==> config.mk <==
export PLATFORM = sky130hd
export DESIGN_NAME = i2c_eeprom_page_transfer_sequencer
export DESIGN_NICKNAME = d
export VERILOG_FILES = /design/src/rtl/core/ieps_pkg.sv /design/src/rtl/core/ieps_front.sv /design/src/rtl/core/ieps_queue.sv /design/src/rtl/core/ieps_back.sv /design/src/rtl/core/i2c_eeprom_page_transfer_sequencer.sv
export SDC_FILE = /design/constraint.sdc
export NUM_CORES = 1
export LEC_CHECK = 0
export BUFFER_PORTS_ARGS = -buffer_cell sky130_fd_sc_hd__buf_4
export CAP_MARGIN = 10
export CORE_ASPECT_RATIO = 1.75
export CORE_MARGIN = 5
export CORE_UTILIZATION = 55
export DETAILED_ROUTE_END_ITERATION = 7
export HOLD_SLACK_MARGIN = 0.02
export PLACE_DENSITY_LB_ADDON = 0.12
export SETUP_SLACK_MARGIN = 0.2
export SYNTH_ARGS = -nofsm -noshare
export SYNTH_HDL_FRONTEND = slang
export SYNTH_SLANG_ARGS = --single-unit
==> constraint.sdc <==
create_clock -name clk -period 8.61 [get_ports clk]
set_clock_uncertainty 0.2 [all_clocks]
set_input_delay 0.4305 -clock clk [delete_from_list [all_inputs] [get_ports clk]]
set_output_delay 0.4305 -clock clk [all_outputs]
set_load 0.03 [all_outputs]
==> src/rtl/core/ieps_pkg.sv <==
`timescale 1ns / 1ps
`default_nettype none
package ieps_pkg;

  typedef enum logic [2:0] {
    PH_IDLE  = 3'd0,
    PH_POLL  = 3'd1,
    PH_WDATA = 3'd2,
    PH_WPAGE = 3'd3,
    PH_RADDR = 3'd4,
    PH_RDATA = 3'd5
  } phase_t;

  localparam logic [2:0] OP_WBEGIN = 3'd0;
  localparam logic [2:0] OP_WDATA  = 3'd1;
  localparam logic [2:0] OP_RBEGIN = 3'd2;
  localparam logic [2:0] OP_ACK    = 3'd3;
  localparam logic [2:0] OP_BYTE   = 3'd4;

  localparam logic [3:0] SYM_START   = 4'd0;
  localparam logic [3:0] SYM_SEND    = 4'd1;
  localparam logic [3:0] SYM_RECV    = 4'd2;
  localparam logic [3:0] SYM_ACK     = 4'd3;
  localparam logic [3:0] SYM_NACK    = 4'd4;
  localparam logic [3:0] SYM_RELEASE = 4'd5;
  localparam logic [3:0] SYM_READ    = 4'd6;
  localparam logic [3:0] SYM_DONE    = 4'd7;
  localparam logic [3:0] SYM_REJECT  = 4'd8;

  localparam logic [7:0] DEV_WRITE = 8'hA0;
  localparam logic [7:0] DEV_READ  = 8'hA1;

  // One classified item: up to three symbols with their values.
  typedef struct packed {
    logic [1:0]  count;   // number of symbols minus one
    logic [3:0]  sym0;
    logic [7:0]  val0;
    logic [3:0]  sym1;
    logic [7:0]  val1;
    logic [3:0]  sym2;
    logic [7:0]  val2;
  } burst_t;

endpackage
`default_nettype wire

==> src/rtl/core/ieps_front.sv <==
`timescale 1ns / 1ps
`default_nettype none
module ieps_front import ieps_pkg::*; #(
  parameter int PAGE_BYTES = 64
) (
  input  wire logic        clk,
  input  wire logic        rst_n,
  input  wire logic        take,
  input  wire logic [2:0]  op,
  input  wire logic [15:0] ee_addr,
  input  wire logic [7:0]  data,
  input  wire logic        last_byte,
  input  wire logic [15:0] read_count,
  input  wire logic        ack_bit,
  output burst_t           burst,
  output logic             has_burst
);

  function automatic int tz_of(int v);
    int n;
    n = 0;
    while (v > 1 && v[0] == 1'b0) begin
      v = v >> 1;
      n++;
    end
    return n;
  endfunction

  // inverse of an odd value modulo 2^16 by Newton iteration
  function automatic logic [15:0] inv16(int m);
    logic [15:0] x;
    logic [15:0] mm;
    mm = 16'(m);
    x  = mm;
    for (int i = 0; i < 4; i++) begin
      x = x * (16'd2 - mm * x);
    end
    return x;
  endfunction

  localparam logic [15:0] PMASK = 16'(PAGE_BYTES - 1);
  localparam int          PTZ   = tz_of(PAGE_BYTES);
  localparam int          PODD  = PAGE_BYTES >> PTZ;
  localparam logic [15:0] PLOW  = 16'((1 << PTZ) - 1);
  localparam logic [15:0] PINV  = inv16(PODD);
  localparam logic [15:0] PLIM  = 16'(65535 / PODD);

  phase_t      phase_r, phase_nxt;
  logic [15:0] addr_r, addr_nxt;
  logic [15:0] left_r, left_nxt;
  logic        reading_r, reading_nxt;
  logic [15:0] addr_inc;
  logic        page_end;

  assign addr_inc = addr_r + 16'd1;
  generate
    if ((PAGE_BYTES & (PAGE_BYTES - 1)) == 0) begin : g_pow2
      assign page_end = ((addr_inc & PMASK) == 16'd0);
    end else begin : g_npow2
      // divisible by the odd part when the product by its inverse stays in range
      logic [15:0] odd_prod;
      assign odd_prod = addr_inc * PINV;
      assign page_end = ((addr_inc & PLOW) == 16'd0) && (odd_prod <= PLIM);
    end
  endgenerate

  always_ff @(posedge clk) begin
    if (!rst_n) begin
      phase_r   <= PH_IDLE;
      addr_r    <= 16'd0;
      left_r    <= 16'd0;
      reading_r <= 1'b0;
    end else if (take) begin
      phase_r   <= phase_nxt;
      addr_r    <= addr_nxt;
      left_r    <= left_nxt;
      reading_r <= reading_nxt;
    end
  end

  always_comb begin
    phase_nxt   = phase_r;
    addr_nxt    = addr_r;
    left_nxt    = left_r;
    reading_nxt = reading_r;
    has_burst   = 1'b1;
    burst       = '0;
    burst.sym0  = SYM_REJECT;
    if (op == OP_WBEGIN && phase_r == PH_IDLE) begin
      addr_nxt = ee_addr; reading_nxt = 1'b0; phase_nxt = PH_POLL;
      burst.count = 2'd1; burst.sym0 = SYM_START;
      burst.sym1 = SYM_SEND; burst.val1 = DEV_WRITE;
    end else if (op == OP_RBEGIN && phase_r == PH_IDLE) begin
      addr_nxt = ee_addr; reading_nxt = 1'b1; phase_nxt = PH_POLL;
      left_nxt = (read_count == 16'd0) ? 16'd1 : read_count;
      burst.count = 2'd1; burst.sym0 = SYM_START;
      burst.sym1 = SYM_SEND; burst.val1 = DEV_WRITE;
    end else if (op == OP_ACK && phase_r == PH_POLL) begin
      burst.count = 2'd1;
      if (ack_bit) begin
        burst.sym0 = SYM_START;
        burst.sym1 = SYM_SEND; burst.val1 = DEV_WRITE;
      end else begin
        burst.sym0 = SYM_SEND; burst.val0 = addr_r[15:8];
        burst.sym1 = SYM_SEND; burst.val1 = addr_r[7:0];
        phase_nxt = reading_r ? PH_RADDR : PH_WDATA;
      end
    end else if (op == OP_ACK && phase_r == PH_RADDR) begin
      burst.count = 2'd2; burst.sym0 = SYM_START;
      burst.sym1 = SYM_SEND; burst.val1 = DEV_READ;
      burst.sym2 = SYM_RECV;
      phase_nxt = PH_RDATA;
    end else if (op == OP_ACK && phase_r == PH_WPAGE) begin
      burst.count = 2'd1; burst.sym0 = SYM_START;
      burst.sym1 = SYM_SEND; burst.val1 = DEV_WRITE;
      phase_nxt = PH_POLL;
    end else if (op == OP_ACK && phase_r == PH_WDATA) begin
      // drop: acks while streaming data are not checked
      has_burst = 1'b0;
    end else if (op == OP_WDATA && phase_r == PH_WDATA) begin
      burst.sym0 = SYM_SEND; burst.val0 = data;
      addr_nxt = addr_inc;
      if (last_byte) begin
        burst.count = 2'd2; burst.sym1 = SYM_RELEASE; burst.sym2 = SYM_DONE;
        phase_nxt = PH_IDLE;
      end else if (page_end) begin
        burst.count = 2'd1; burst.sym1 = SYM_RELEASE;
        phase_nxt = PH_WPAGE;
      end
    end else if (op == OP_BYTE && phase_r == PH_RDATA) begin
      burst.count = 2'd2; burst.sym0 = SYM_READ; burst.val0 = data;
      addr_nxt = addr_inc;
      if (left_r <= 16'd1) begin
        left_nxt = 16'd0;
        burst.sym1 = SYM_NACK; burst.sym2 = SYM_RELEASE;
        phase_nxt = PH_IDLE;
      end else begin
        left_nxt = left_r - 16'd1;
        burst.sym1 = SYM_ACK; burst.sym2 = SYM_RECV;
      end
    end
  end

endmodule
`default_nettype wire

==> src/rtl/core/ieps_queue.sv <==
`timescale 1ns / 1ps
`default_nettype none
module ieps_queue import ieps_pkg::*; (
  input  wire logic   clk,
  input  wire logic   rst_n,
  input  wire logic   wr,
  input  wire burst_t wr_data,
  input  wire logic   rd,
  output burst_t      rd_data,
  output logic        empty,
  output logic        full
);

  localparam int DEPTH = 4;

  burst_t     mem_r [DEPTH];
  logic [1:0] wp_r, rp_r;
  logic [2:0] cnt_r;

  assign empty   = (cnt_r == 3'd0);
  assign full    = (cnt_r == 3'(DEPTH));
  assign rd_data = mem_r[rp_r];

  always_ff @(posedge clk) begin
    if (wr) mem_r[wp_r] <= wr_data;
  end

  always_ff @(posedge clk) begin
    if (!rst_n) begin
      wp_r <= 2'd0; rp_r <= 2'd0; cnt_r <= 3'd0;
    end else begin
      if (wr) wp_r <= wp_r + 2'd1;
      if (rd) rp_r <= rp_r + 2'd1;
      cnt_r <= cnt_r + 3'(wr) - 3'(rd);
    end
  end

endmodule
`default_nettype wire

==> src/rtl/core/ieps_back.sv <==
`timescale 1ns / 1ps
`default_nettype none
module ieps_back import ieps_pkg::*; (
  input  wire logic   clk,
  input  wire logic   rst_n,
  input  wire burst_t head,
  input  wire logic   head_empty,
  output logic        head_pop,
  output logic        out_empty,
  input  wire logic   out_pop,
  output logic [3:0]  out_symbol,
  output logic [7:0]  out_value,
  output logic        out_end_of_run
);

  logic [1:0] idx_r;
  logic       take;

  assign out_empty = head_empty;
  assign take      = out_pop && !head_empty;
  assign head_pop  = take && (idx_r == head.count);
  assign out_end_of_run = (idx_r == head.count);

  always_comb begin
    case (idx_r)
      2'd0:    begin out_symbol = head.sym0; out_value = head.val0; end
      2'd1:    begin out_symbol = head.sym1; out_value = head.val1; end
      default: begin out_symbol = head.sym2; out_value = head.val2; end
    endcase
  end

  // advance through the burst, wrap when its last symbol goes out
  always_ff @(posedge clk) begin
    if (!rst_n) begin
      idx_r <= 2'd0;
    end else if (take) begin
      idx_r <= head_pop ? 2'd0 : idx_r + 2'd1;
    end
  end

endmodule
`default_nettype wire

==> src/rtl/core/i2c_eeprom_page_transfer_sequencer.sv <==
`timescale 1ns / 1ps
`default_nettype none
// Symbol-level I2C master sequencer for a serial EEPROM. Each accepted item
// is classified combinationally by the front phase machine into a burst
// of one to three bus symbols (start, send, receive, ack/nack, release,
// read data, done, rejected) and pushed into a four-entry burst queue; the
// back end hands the symbols out one per pop, flagging the last of each
// burst with end_of_run. An item is taken every cycle while the queue has
// room; an ack during write data produces no symbols. Writes re-poll the
// device at each PAGE_BYTES boundary.
module i2c_eeprom_page_transfer_sequencer import ieps_pkg::*; #(
  parameter int PAGE_BYTES = 64
) (
  input  wire logic        clk,
  input  wire logic        rst_n,
  input  wire logic        in_push,
  output logic             in_full,
  input  wire logic [2:0]  in_op,
  input  wire logic [15:0] in_ee_addr,
  input  wire logic [7:0]  in_data,
  input  wire logic        in_last_byte,
  input  wire logic [15:0] in_read_count,
  input  wire logic        in_ack_bit,
  output logic             out_empty,
  input  wire logic        out_pop,
  output logic [3:0]       out_symbol,
  output logic [7:0]       out_value,
  output logic             out_end_of_run
);

  burst_t burst, head;
  logic   has_burst, take, q_empty, q_pop;

  assign take = in_push && !in_full;

  ieps_front #(.PAGE_BYTES(PAGE_BYTES)) u_front (
    .clk, .rst_n, .take,
    .op(in_op), .ee_addr(in_ee_addr), .data(in_data),
    .last_byte(in_last_byte), .read_count(in_read_count),
    .ack_bit(in_ack_bit), .burst, .has_burst
  );

  ieps_queue u_queue (
    .clk, .rst_n, .wr(take && has_burst), .wr_data(burst),
    .rd(q_pop), .rd_data(head), .empty(q_empty), .full(in_full)
  );

  ieps_back u_back (
    .clk, .rst_n, .head, .head_empty(q_empty), .head_pop(q_pop),
    .out_empty, .out_pop, .out_symbol, .out_value, .out_end_of_run
  );

endmodule
`default_nettype wire
Yosys cells after proc, flatten, opt, wreduce, memory -nomap -nowiden
Memories as Yosys holds them, arrays and structs flattened. A register that Yosys moved wholly into a read port is not among the register bits. Index checks and enable logic that the tools add are counted.

Output and inout bits: 15. Latch bits: 0. Flip-flop bits (word level): 45. RAM bits: 120. Input bits: 49. Memories: 1. ROM bits: 0.

Memory list: u_queue.mem_r (words 4, bits a word 30, rd ports 1, clocked after Yosys merged registers in 1, wr ports 1, RTL line ieps_queue.sv:16) `burst_t mem_r [DEPTH];`.

Shift operators: 0. Mux-type cells: 79. Add/sub/neg operators: 7. Divide/modulo/power cells: 0. Reductions and logical operators: 29. Eq/ne operators: 24. Magnitude comparators: 1. Bitwise logic cells: 1. $mul: 0.

Operators by type and width (count): 2-to-1 mux 16 bit (18); 2-to-1 mux 8 bit (7); 2-to-1 mux 18 bit (3); 2-to-1 mux 3 bit (17); 2-to-1 mux 4 bit (9); zero test 16 bit (2); 2-to-1 mux 26 bit (1); 2-to-1 mux 12 bit (2); 2-to-1 mux 6 bit (4); adder 16 x 1 -> 16 bit, second input constant (1); <= comparator 16 x 1 -> 1 bit, second input constant (1); case mux 8 bit (2 select lines) (1); subtractor 16 x 1 -> 16 bit, second input constant (1); nonzero test 7 bit (2); == test 3 x 2 -> 1 bit, second input constant (4); == test 3 bit, second input constant (4); logical AND 1 bit (12); 2-to-1 mux 1 bit (12); != test 3 x 1 -> 1 bit, second input constant (4); AND reduction 6 bit (2); != test 2 x 1 -> 1 bit, second input constant (5); zero test 3 bit (3); 2-to-1 mux 2 bit (4); != test 8 x 2 -> 1 bit, second input constant (1); 16 further kinds (21).

Longest topological paths before layout
Gate-level depths: netlist (run 1).

Depth after elaboration: 11. Gate-level depth with buffers: 12.

Hierarchy
Synthesis (run 1) repeated with hierarchy kept, for this count alone.

Cell total of the unflattened synthesis: 675. Area total of the unflattened synthesis: 9131.3 µm².

By module, submodules not included: ieps_queue (area each 5940.7 µm², cells each 241, times used 1); ieps_front (area each 2825.2 µm², cells each 374, times used 1); ieps_back (area each 350.3 µm², cells each 58, times used 1); i2c_eeprom_page_transfer_sequencer (area each 15.0 µm², cells each 2, times used 1).

Worst setup path after synthesis (run 1)
Ideal clock, no wire load.

Kind: flip-flop to flip-flop. From: register u_queue.cnt_r[2]. To: register u_queue.cnt_r[2]. Stages on the path, launching flop included: 13. Data arrival time: 2.865 ns. Setup time: 0.128 ns. Buffers on the path: 1. Setup slack: 5.418 ns. Period minus slack after synthesis: 3.192 ns. Data required time: 8.282 ns. Cell sequence: dfxtp_1 > nor3b_1 > nand2b_1 > buf_2 > a21oi_1 > inv_1 > ha_1 > inv_1 > ha_1 > fa_1 > xnor2_1 > xnor2_1 > nor2_1.

Longest elaborated chain between the ends: 6. Elaborated cells between the ends (all ways): 10. Those cells by class: 2 x add/sub; 1 x eq/ne; 7 x reduce/logical.

Ends and longest elaborated chain: start, declared (RTL line ieps_queue.sv:18) `logic [2:0] cnt_r;`; start signal, assigned (RTL line ieps_queue.sv:34) `cnt_r <= cnt_r + 3'(wr) - 3'(rd);`; == test 3 bit (RTL line ieps_queue.sv:21) `assign full = (cnt_r == 3'(DEPTH));`; net in_full (RTL line i2c_eeprom_page_transfer_sequencer.sv:17) `output logic in_full,`; zero test 1 bit (RTL line i2c_eeprom_page_transfer_sequencer.sv:34) `assign take = in_push && !in_full;`; logical AND 1 bit (RTL line i2c_eeprom_page_transfer_sequencer.sv:34); logical AND 1 bit (RTL line i2c_eeprom_page_transfer_sequencer.sv:44) `.clk, .rst_n, .wr(take && has_burst), .wr_data(burst),`; adder 3 x 1 -> 3 bit (RTL line ieps_queue.sv:34); subtractor 3 x 1 -> 3 bit (RTL line ieps_queue.sv:34).

The timed path passes the listed nets, and every way through them passes these cells. A chain may end at the register's enable or synchronous reset.

==> impl_metrics.json, run 1 <==
{
  "min_path_type": "in2reg",
  "final-max-slew-violation-count": 0,
  "required_ps": 8710,
  "synth_largest_area_cell": "edfxtp_1",
  "avgRoutedWirePerCell_um": 20.8,
  "clock.fmax_mhz": 268,
  "postSynthNetCount": 660,
  "place_hpwl_um": 12400,
  "final_area_um2": 8400,
  "n_antenna_cell": 0,
  "cts.repair.resized": 0,
  "grt_first_pass_wirelength_um": 27400,
  "post-cts-setup-buffers": 0,
  "h-tree-depth": 4,
  "fp.dieArea_um2": 15700,
  "grt_antenna_before_repair": 0,
  "synthToLayoutAreaGrowth_pct": 15.8,
  "netlist.area_leader.share_pct": 43.0,
  "sequential_share_of_the_synthesized_area_pct": 56.0,
  "global_route.overflow_total": 0,
  "fin_nets": 717,
  "place.gp.congestion": 0.851,
  "floorplan.initialDensity_pct": 56.1,
  "ir_drop_mv": 0.133,
  "drtIter0Drc": 260,
  "wl_met3_um": 924,
  "holdBufCountCts": 0,
  "synth_top_cells_by_count": "edfxtp_1 (104), nand2_1 (61), dfxtp_1 (47), nor2_1 (41), a21oi_1 (27)",
  "antenna_violating_nets_post_route": 0,
  "root_buffer": "clkbuf_16",
  "clkSlewWorstSetupHoldPaths_ps": 70,
  "synth_ff_type": "edfxtp_1",
  "synth.lib_cells_used.distinct": 71,
  "setup.worst_path.start_class": "register",
  "period_share_pct": 43.4,
  "layout.filler_cells": 1063,
  "post_synth_and_or_nand_nor_area_fraction_pct": 14.3,
  "synthMostInstantiatedCell": "edfxtp_1",
  "worst_pin_slew_ps": 1170,
  "tritoncts": "done",
  "layout-drive-gt1-share_pct": 22.7,
  "synth_top_family_by_area": "simple AND/OR/NAND/NOR gates",
  "cts-buffers-inserted": 17,
  "numClockSinks": 151,
  "worstPathArrival_ps": 3830,
  "crit_path_end_kind": "register",
  "chipWidth_um": 96.8,
  "cts.path.max_buffers": 2,
  "per_instance_average_area_after_synthesis_um2": 12.1,
  "finalSetupTns_ps": 0,
  "pwr_density_cell_nw_per_um2": 257,
  "via_per_inst": 6.17,
  "io_pins": 64,
  "track_usage_pct": 22.5,
  "wl_met1_um": 6530,
  "timing.setup.critical_path_class": "reg2reg",
  "min_period_ps": 3730,
  "cap_violations": 0,
  "die_h_um": 162,
  "core_region_area_um2": 12900,
  "clkLatencyLatePin_ps": 430,
  "post-route-drc-count": 0,
  "path_max_fanout": 26,
  "dr_wl_met2_um": 9420,
  "port_buffers": 63,
  "setup_violations": 0,
  "num_rows": 55,
  "power.static_leakage_nw": 2.96,
  "synthesis.area_um2": 7260,
  "synthXorXnorAreaFrac_pct": 0.724,
  "post_synth_mux_area_share_pct": 9.33,
  "synth-compound-area-share_pct": 14.0,
  "detail_route.wirelength_um": 17500,
  "top_layer": "met4",
  "dpl-instance-area_um2": 7820,
  "vias": 5186,
  "ys_warn_count": 0,
  "status": "completed",
  "number_of_synthesized_flops_with_an_enable_pin": 104,
  "synthCells": 599,
  "first_global_vias": 5323,
  "timing.slew.headroom_pct": 22.0,
  "synthTopCellsByArea": "edfxtp_1 (43%), dfxtp_1 (13%), mux4_2 (8.1%)",
  "detail_route.first_pass.iterations": 5,
  "grt_max_degree": 44,
  "grt_setup_unrepaired": "no",
  "synth.ff_latch_count": 151,
  "finalHoldViolations": 0,
  "async_sr_flop_fraction_pct": 0,
  "yosys.area_share.adder_pct": 2.17
}
## worst max-delay path, stage by stage, from the launching register on
cell	delay, ps
dfxtp_2	950
mux4_2	610
xnor2_1	210
nand2_1	120
nor2_1	290
ha_1	190
inv_1	40
ha_1	210
fa_1	420
xnor2_1	190
xnor2_1	150
nor2_1	50
## through the flow
| step | utilization (%) | power, mW | cells | hold slack, ps | setup WS [ps] |
|---|---|---|---|---|---|
| 4_1_cts | 65.0 | 2.18 | 840 | 64.6 | 4790 |
| 2_1_floorplan | - | 1.29 | 599 | 247 | 5420 |
| 6_report | 65.0 | 2.16 | 840 | 78.0 | 4880 |
| 3_5_place_dp | 60.5 | 1.46 | 808 | 278 | 4810 |
| 3_3_place_gp | 60.5 | 1.45 | 808 | 264 | 4940 |
| 5_1_grt | 65.0 | 2.26 | 840 | 89.2 | 4590 |
## registers in the layout, indices dropped and copies added (netlist names), named ones only
| name | cells |
|---|---|
| u_queue.mem_r | 104 |
| u_front.addr_r | 16 |
| u_front.left_r | 16 |
| u_front.phase_r | 3 |
| u_queue.cnt_r | 3 |
| u_back.idx_r | 2 |
| u_queue.rp_r | 2 |
| u_queue.wp_r | 2 |
| u_front.reading_r | 1 |
## metal layers
| layer | GRT usage (%) | up-vias |
|---|---|---|
| met5 | 0 | - |
| met4 | 11.6 | 0 |
| met3 | 5.59 | 43 |
| met2 | 40.4 | 181 |
| met1 | 24.5 | 2529 |
| li1 | - | 2433 |
## final cells by class
cell class | instances | area [um^2] | area share [%]
Tap cell | 171 | 214 | 2.55
Multi-Input combinational cell | 397 | 2950 | 35.0
Clock buffer | 17 | 425 | 5.06
Inverter | 19 | 71.3 | 0.849
Sequential cell | 151 | 4070 | 48.4
Timing Repair Buffer | 70 | 526 | 6.25
Clock inverter | 15 | 158 | 1.88
## path summary, 6_finish.rpt
| path | slack, ps | start | end | cells past startpoint |
|---|---|---|---|---|
| setup reg to reg | 4880 | register | u_queue.cnt_r[2] | 11 |
| hold / removal | 80 | in_ee_addr[1] | u_front.addr_r[1] | 3 |
| setup / recovery | 4880 | register | u_queue.cnt_r[2] | 11 |
| hold reg to reg | 290 | u_queue.rp_r[0] | register | 2 |
## cell usage in the layout (no fill, tap or decap), drive strengths merged, types with 5 or more instances in the layout
cell / netlist / routed
nor4: 9 / 9
a32o: 9 / 9
dfxtp: 47 / 47
o21ai: 20 / 20
ha: 11 / 11
nand3: 16 / 16
o22ai: 10 / 10
clkinvlp: 0 / 5
o31ai: 6 / 6
a21oi: 28 / 28
nor3: 14 / 14
a22o: 17 / 17
and2: 19 / 19
xnor2: 5 / 5
a22oi: 8 / 8
mux2i: 8 / 8
mux4: 26 / 26
buf: 18 / 70
a31oi: 8 / 8
nor2: 44 / 44
nand2b: 7 / 7
clkbuf: 14 / 17
edfxtp: 104 / 104
nand2: 61 / 61
inv: 18 / 26
or3: 5 / 5
## cells by family (layout without fill, tap and decap cells)
group | Yosys count | in the layout
xor+xnor | 6 | 6
mux | 35 | 35
buf+inv | 51 | 121
fa+ha+maj | 12 | 12
simple gates | 202 | 202
compound gates | 142 | 142
flops | 151 | 151
## power by group
part	switching, mW	internal, mW	leakage, nW
logic	0.308	0.233	1.37
clock network	0.335	0.387	0.271
registers	0.0515	0.847	1.32
total	0.695	1.47	2.96
No activity file was read; power rests on OpenSTA's default activity.
==> inputs of run 2 (changes only) <==
--- a/config.mk
+++ b/config.mk
@@ -5,11 +5,12 @@
 export SDC_FILE = /design/constraint.sdc
 export NUM_CORES = 1
 export LEC_CHECK = 0
+export ABC_AREA = 1
 export BUFFER_PORTS_ARGS = -buffer_cell sky130_fd_sc_hd__buf_4
 export CAP_MARGIN = 10
 export CORE_ASPECT_RATIO = 1.75
 export CORE_MARGIN = 5
-export CORE_UTILIZATION = 55
+export CORE_UTILIZATION = 54
 export DETAILED_ROUTE_END_ITERATION = 7
 export HOLD_SLACK_MARGIN = 0.02
 export PLACE_DENSITY_LB_ADDON = 0.12
==> constraint.sdc (replaced) <==
create_clock -name clk -period 3.25 [get_ports clk]
set_clock_uncertainty 0.2 [all_clocks]
set_input_delay 0.1625 -clock clk [delete_from_list [all_inputs] [get_ports clk]]
set_output_delay 0.1625 -clock clk [all_outputs]
set_load 0.03 [all_outputs]
==> run 2 against run 1 <==
Effect of this change: flip-flop and latch count unchanged; hold slack worse by 60 ps; cell count up 36%; utilization up 2.6 points; design area up 8.2%; sequential share of layout area down 3.7 points; via count up 23%; register-to-register slack worse by 4500 ps; die area up 3.8%; sequential power rose to 2.6 times the previous value; clock power rose to 2.8 times the previous value; first-iteration DRC count up 53%; largest cell class unchanged; largest power group unchanged.
==> impl_metrics.json, run 2 <==
{
  "required_ps": 3360,
  "largest_registers": "u_queue.mem_r: 104 flops, u_front.addr_r: 16 flops, u_front.left_r: 16 flops",
  "cts.path.max_buffers": 2,
  "grt_antenna_before_repair": 0,
  "synth_largest_area_cell": "edfxtp_1",
  "pwr_density_cell_nw_per_um2": 670,
  "synth.lib_cells_used.distinct": 39,
  "ir_drop_mv": 0.425,
  "tritoncts": "done",
  "n_antenna_cell": 0,
  "timing.slew.headroom_pct": 50.1,
  "floorplan.initialDensity_pct": 55.2,
  "h-tree-depth": 4,
  "crit_path_end_kind": "register",
  "avgRoutedWirePerCell_um": 16.5,
  "antenna_violating_nets_post_route": 0,
  "finalHoldViolations": 0,
  "power.static_leakage_nw": 3.82,
  "max_stage_delay_ps": 560,
  "layout.cells.most_common": "nand2_1",
  "fin_nets": 1020,
  "via_per_inst": 5.59,
  "synth.ff_latch_count": 151,
  "max_flop_register": "u_queue.mem_r",
  "clkLatencyLatePin_ps": 420,
  "timing.setup.critical_path_class": "reg2reg",
  "die_h_um": 165,
  "multi_input_area_um2": 2840,
  "place.gp.congestion": 0.937,
  "chipWidth_um": 98.6,
  "detail_route.first_pass.iterations": 5,
  "path_max_fanout": 26,
  "finalSetupTns_ps": 0,
  "final-max-slew-violation-count": 0,
  "clock.fmax_mhz": 353,
  "fp.dieArea_um2": 16300,
  "synth_top_cells_by_count": "nand2_1 (148), nor2_1 (136), edfxtp_1 (104), o21ai_0 (100), inv_1 (91)",
  "dp_worst_setup_slack_ps": 496,
  "first_global_vias": 6601,
  "post-route-drc-count": 0,
  "number_of_synthesized_flops_with_an_enable_pin": 104,
  "root_buffer": "clkbuf_16",
  "setup_violations": 0,
  "critical-path-slowest-cell": "dlygate4sd3_1",
  "place_hpwl_um": 13000,
  "drtIter0Drc": 398,
  "status": "completed",
  "min_period_ps": 2830,
  "clkSlewWorstSetupHoldPaths_ps": 70,
  "global_route.overflow_total": 0,
  "port_buffers": 63,
  "netlist.area_leader.share_pct": 42.1,
  "numClockSinks": 151,
  "synthTopCellsByArea": "edfxtp_1 (42%), dfxtp_1 (13%), nand2_1 (7.5%)",
  "ff_latch_area_um2": 4060,
  "synthToLayoutAreaGrowth_pct": 22.5,
  "synthesis.area_um2": 7420,
  "layout-drive-gt1-share_pct": 13.1,
  "detail_route.wirelength_um": 18900,
  "cts-buffers-inserted": 17,
  "synthMostInstantiatedCell": "nand2_1",
  "worst_pin_slew_ps": 741,
  "layout.filler_cells": 1053,
  "io_pins": 64,
  "worstPathArrival_ps": 2940,
  "vias": 6404,
  "sequential_share_of_the_synthesized_area_pct": 54.8,
  "core_region_area_um2": 13500,
  "postSynthNetCount": 917,
  "grt_max_degree": 49,
  "synthCells": 856,
  "track_usage_pct": 23.9,
  "setup.worst_path.start_class": "register",
  "num_rows": 56,
  "min_path_type": "in2reg",
  "post-route-worst-setup-slack_ps": 419,
  "cap_violations": 0,
  "number_of_flip_flops_in_the_largest_register": 104,
  "critical_path.cell_chain": "nor2_2 > nand3_4 > nor2_4 > buf_4 > o21ai_4 > inv_4 > o21ai_0 > a21oi_1 > dlygate4sd3_1",
  "synth_ff_type": "edfxtp_1",
  "layout_common_cells": "nand2_1 (148), nor2_1 (132), edfxtp_1 (104), o21ai_0 (99), inv_1 (91)",
  "period_share_pct": 87.1,
  "per_instance_average_area_after_synthesis_um2": 8.67,
  "async_sr_flop_fraction_pct": 0,
  "grt_first_pass_wirelength_um": 30500,
  "ys_warn_count": 0,
  "grt_setup_unrepaired": "no"
}
run 2: changes by cell type after synthesis, moves of 19 or more:
| cell | delta |
|---|---|
| mux4_2 | -26 |
| a21oi_1 | +21 |
| nand3_1 | +24 |
| nor2_1 | +95 |
| inv_1 | +73 |
| and2_1 | -19 |
| nand2_1 | +87 |
| o21ai_0 | +82 |
run 2: metrics by stage:
step | hold WS [ps] | utilization [%] | instance area (um^2) | instances | total power [mW]
global route | 35.1 | 67.6 | 9090 | 1146 | 6.39
global placement | 260 | 59.7 | 8040 | 1069 | 4.02
floorplan | 153 | - | 7420 | 856 | 3.53
detailed placement | 267 | 59.7 | 8040 | 1069 | 4.08
CTS | 22.0 | 67.6 | 9090 | 1146 | 6.10
finish | 18.4 | 67.6 | 9090 | 1146 | 6.09
run 2: layer usage:
metal  vias up  global-route usage, %  part of all wire [%]  wire length, um
met2       199                   45.6                    55            10400
met4         0                   11.8                   4.1              780
li1       3095                      -                     -                -
met3        56                   5.25                   4.2              796
met1      3054                   24.3                    36             6900
met5         -                      0                     0                0
run 2: logic make-up (layout without fill, tap and decap cells):
logic type,count (synthesis),count (layout),synth area share [%]
DFF,151,151,54.8
adders and majority gates,12,12,2.12
muxes,1,1,0.135
AOI/OAI and AO/OA,195,195,14.6
xor gates and xnor gates,14,14,1.65
and+or+nand+nor,352,352,19.6
buffers and inverters,131,247,7.13
run 2: critical path: cells and delay by family, from the launching register on:
| family | cells | cell delay (ps) |
|---|---|---|
| flip-flops | 1 | 430 |
| buffers and inverters | 3 | 940 |
| AO/OA/AOI/OAI | 3 | 740 |
| AND/OR/NAND/NOR | 3 | 400 |
run 2: layout make-up:
cell class,count,share of cell area (%)
Sequential cell,151,44.7
Multi-Input combinational cell,574,31.2
Tap cell,174,2.39
Clock buffer,17,4.68
Clock inverter,15,1.98
Timing Repair Buffer,119,11.1
Inverter,96,3.99
run 2: timing repair:
item                                    in CTS  in global routing
buffers inserted                             0                  0
hold buffers                                45                  0
hold endpoints to repair                    67                  0
endpoints found under the setup margin       0                  1
resized for setup                            0                  1
run 2: power by group:
group          leakage, nW  total (mW)  switching (mW)  internal (mW)
Combinational         2.16        1.74            1.13          0.613
Sequential            1.36        2.35          0.0934           2.25
Clock                0.292        2.00           0.893           1.11
Total                 3.82        6.09            2.12           3.97
run 2: final timing paths:
kind | to | from | depth (start not counted) | slack (ps)
worst max-delay path | u_front.left_r[15] | u_front.phase_r[2] | 9 | 420
worst min register to register | u_front.reading_r | u_front.reading_r | 2 | 290
worst min-delay path | u_front.left_r[2] | in_read_count[2] | 5 | 20
worst max register to register | u_front.left_r[15] | u_front.phase_r[2] | 9 | 420
==> inputs of run 3 (changes only) <==
--- a/config.mk
+++ b/config.mk
@@ -13,7 +13,7 @@
 export CORE_UTILIZATION = 54
 export DETAILED_ROUTE_END_ITERATION = 7
 export HOLD_SLACK_MARGIN = 0.02
-export PLACE_DENSITY_LB_ADDON = 0.12
+export PLACE_DENSITY = 0.81
 export SETUP_SLACK_MARGIN = 0.2
 export SYNTH_ARGS = -nofsm -noshare
 export SYNTH_HDL_FRONTEND = slang
==> run 3 against run 2 <==
Effect of this change: die area unchanged; worst setup slack gained 18 ps; wire length down 1.1%; first-iteration DRC count is 7.8% higher; sequential power is essentially flat; global-route usage is 0.21 points lower; clock-buffer cell count is the same; combinational power about the same; design area down 0.54%; via count increased by 0.28%; fmax grew 0.66%; cell count shrank 0.26%.
==> impl_metrics.json, run 3 (synthesis gave the netlist of run 2 again) <==
{
  "max_flop_register": "u_queue.mem_r",
  "clock.fmax_mhz": 356,
  "n_antenna_cell": 0,
  "antenna_violating_nets_post_route": 0,
  "place.gp.congestion": 0.939,
  "clkLatencyLatePin_ps": 420,
  "cp.buffers_inverters": 3,
  "avgRoutedWirePerCell_um": 16.4,
  "h-tree-depth": 4,
  "track_usage_pct": 23.7,
  "detail_route.first_pass.iterations": 6,
  "via_per_inst": 5.62,
  "period_share_pct": 86.5,
  "critical_path.cell_chain": "nor2_2 > nand3_4 > nor2_4 > buf_4 > o21ai_4 > inv_4 > o21ai_0 > a21oi_1 > dlygate4sd3_1",
  "min_period_ps": 2810,
  "clkSlewWorstSetupHoldPaths_ps": 60,
  "synthToLayoutAreaGrowth_pct": 21.9,
  "pwr_density_cell_nw_per_um2": 663,
  "timing.setup.critical_path_class": "reg2reg",
  "layout_common_cells": "nand2_1 (147), nor2_1 (132), edfxtp_1 (104), o21ai_0 (100), inv_1 (91)",
  "worst_r2r_endpoint": "u_front.left_r[15]",
  "drtIter0Drc": 429,
  "reg2reg_setup_slack_ps": 440,
  "die_h_um": 165,
  "post-route-drc-count": 0,
  "crit_path_end_kind": "register",
  "combPwrFrac_pct": 28.8,
  "num_rows": 56,
  "fp.dieArea_um2": 16300,
  "hold_path_startpoint": "in_data[4]",
  "path_max_fanout": 26,
  "worst_pin_slew_ps": 735,
  "power.static_leakage_nw": 3.79,
  "detail_route.wirelength_um": 18700,
  "core_region_area_um2": 13500,
  "grt_setup_unrepaired": "no",
  "floorplan.initialDensity_pct": 55.2,
  "power.clock.fraction_pct": 32.1,
  "grt_first_pass_wirelength_um": 30400,
  "layout.cells.most_common": "nand2_1",
  "post-layout-total-power_mw": 5.99,
  "cts.path.max_buffers": 2,
  "p_sw_mw": 2.00,
  "layout-drive-gt1-share_pct": 13.0,
  "min_path_type": "in2reg",
  "chipWidth_um": 98.6,
  "cell_internal_pwr_mw": 4.00,
  "root_buffer": "clkbuf_16",
  "power.sequential.fraction_pct": 39.2,
  "setup.worst_path.start_class": "register",
  "critical-path-slowest-cell": "dlygate4sd3_1",
  "global_route.overflow_total": 0,
  "timing.slew.headroom_pct": 50.6,
  "ir_drop_mv": 0.418,
  "fin_nets": 1018,
  "critical_path.reg2reg.startpoint": "u_front.phase_r[2]",
  "vias": 6422,
  "grt_max_degree": 49,
  "max_stage_delay_ps": 550,
  "status": "completed",
  "setup_violations": 0,
  "port_buffers": 63,
  "number_of_flip_flops_in_the_largest_register": 104,
  "register_to_register_path_depth": 9,
  "required_ps": 3350,
  "finalSetupTns_ps": 0,
  "largest_registers": "u_queue.mem_r: 104 flops, u_front.addr_r: 16 flops, u_front.left_r: 16 flops",
  "grt_antenna_before_repair": 0,
  "cap_violations": 0,
  "finalHoldViolations": 0,
  "final-max-slew-violation-count": 0,
  "min_path_cells": 3,
  "critical_path.top_delay_family": "buffers and inverters",
  "place_hpwl_um": 12300,
  "post-cts-setup-buffers": 0,
  "numClockSinks": 151,
  "io_pins": 64,
  "swShare_pct": 33.3,
  "cts-buffers-inserted": 17,
  "worstPathArrival_ps": 2920,
  "min_delay_worst_endpoint": "u_queue.mem_r[1][20]",
  "tritoncts": "done",
  "first_global_vias": 6345
}
[run 3: per-layer routing]
layer,vias to the layer above,track usage [%],wire (um)
met4,0,12.7,784
li1,3088,-,-
met3,62,4.37,1050
met2,269,44.1,10000
met1,3003,25.2,6870
met5,-,0,0
[run 3: what timing repair did]
action,4_1_cts,5_1_grt
hold endpoints to repair,60,0
gates resized for setup,0,1
hold buffers,43,0
setup endpoints to repair,0,1
[run 3: per-stage QoR]
step | cells | cell area [um^2] | setup slack (ps) | util, % | hold slack (ps)
final | 1143 | 9040 | 438 | 67.2 | 44.5
after global routing | 1143 | 9040 | 293 | 67.2 | 73.0
after CTS | 1143 | 9040 | 381 | 67.2 | 39.3
after detailed placement | 1069 | 8040 | 583 | 59.7 | 267
after global placement | 1069 | 8040 | 621 | 59.7 | 262
after floorplan | 856 | 7420 | 582 | - | 153
[run 3: area by class of cell]
class / instances / area, um^2
sequential: 151 / 4060
fill: 1011 / 4410
timing repair buffer: 117 / 986
clock buffer: 17 / 425
inverter: 96 / 363
multi-input combinational: 574 / 2840
clock inverter: 14 / 149
tap: 174 / 218
[run 3: power groups by stage]
stage               logic, mW  registers (mW)  clock network [mW]
finish                   1.72            2.35                1.92
CTS                      1.72            2.35                1.92
floorplan                1.17            2.36                   0
global route             1.89            2.37                2.02
global placement         1.64            2.38                   0
detailed placement       1.67            2.39                   0
[run 3: worst max path at each step]
stage	slack, ps	from	to	cells past startpoint
final	440	u_front.phase_r[2]	u_front.left_r[15]	9
after global routing	290	u_front.phase_r[2]	u_front.left_r[13]	9
after CTS	380	u_front.phase_r[1]	u_front.addr_r[7]	11
after detailed placement	580	u_queue.cnt_r[0]	u_queue.cnt_r[2]	11
after global placement	620	u_queue.cnt_r[0]	u_queue.cnt_r[2]	11
after floorplan	580	u_queue.cnt_r[1]	u_queue.mem_r[0][10]	6
[run 3: worst min-delay path: cells and delay by family]
kind	cells	cell delay, ps
compound gates	2	250
buf+inv	1	90
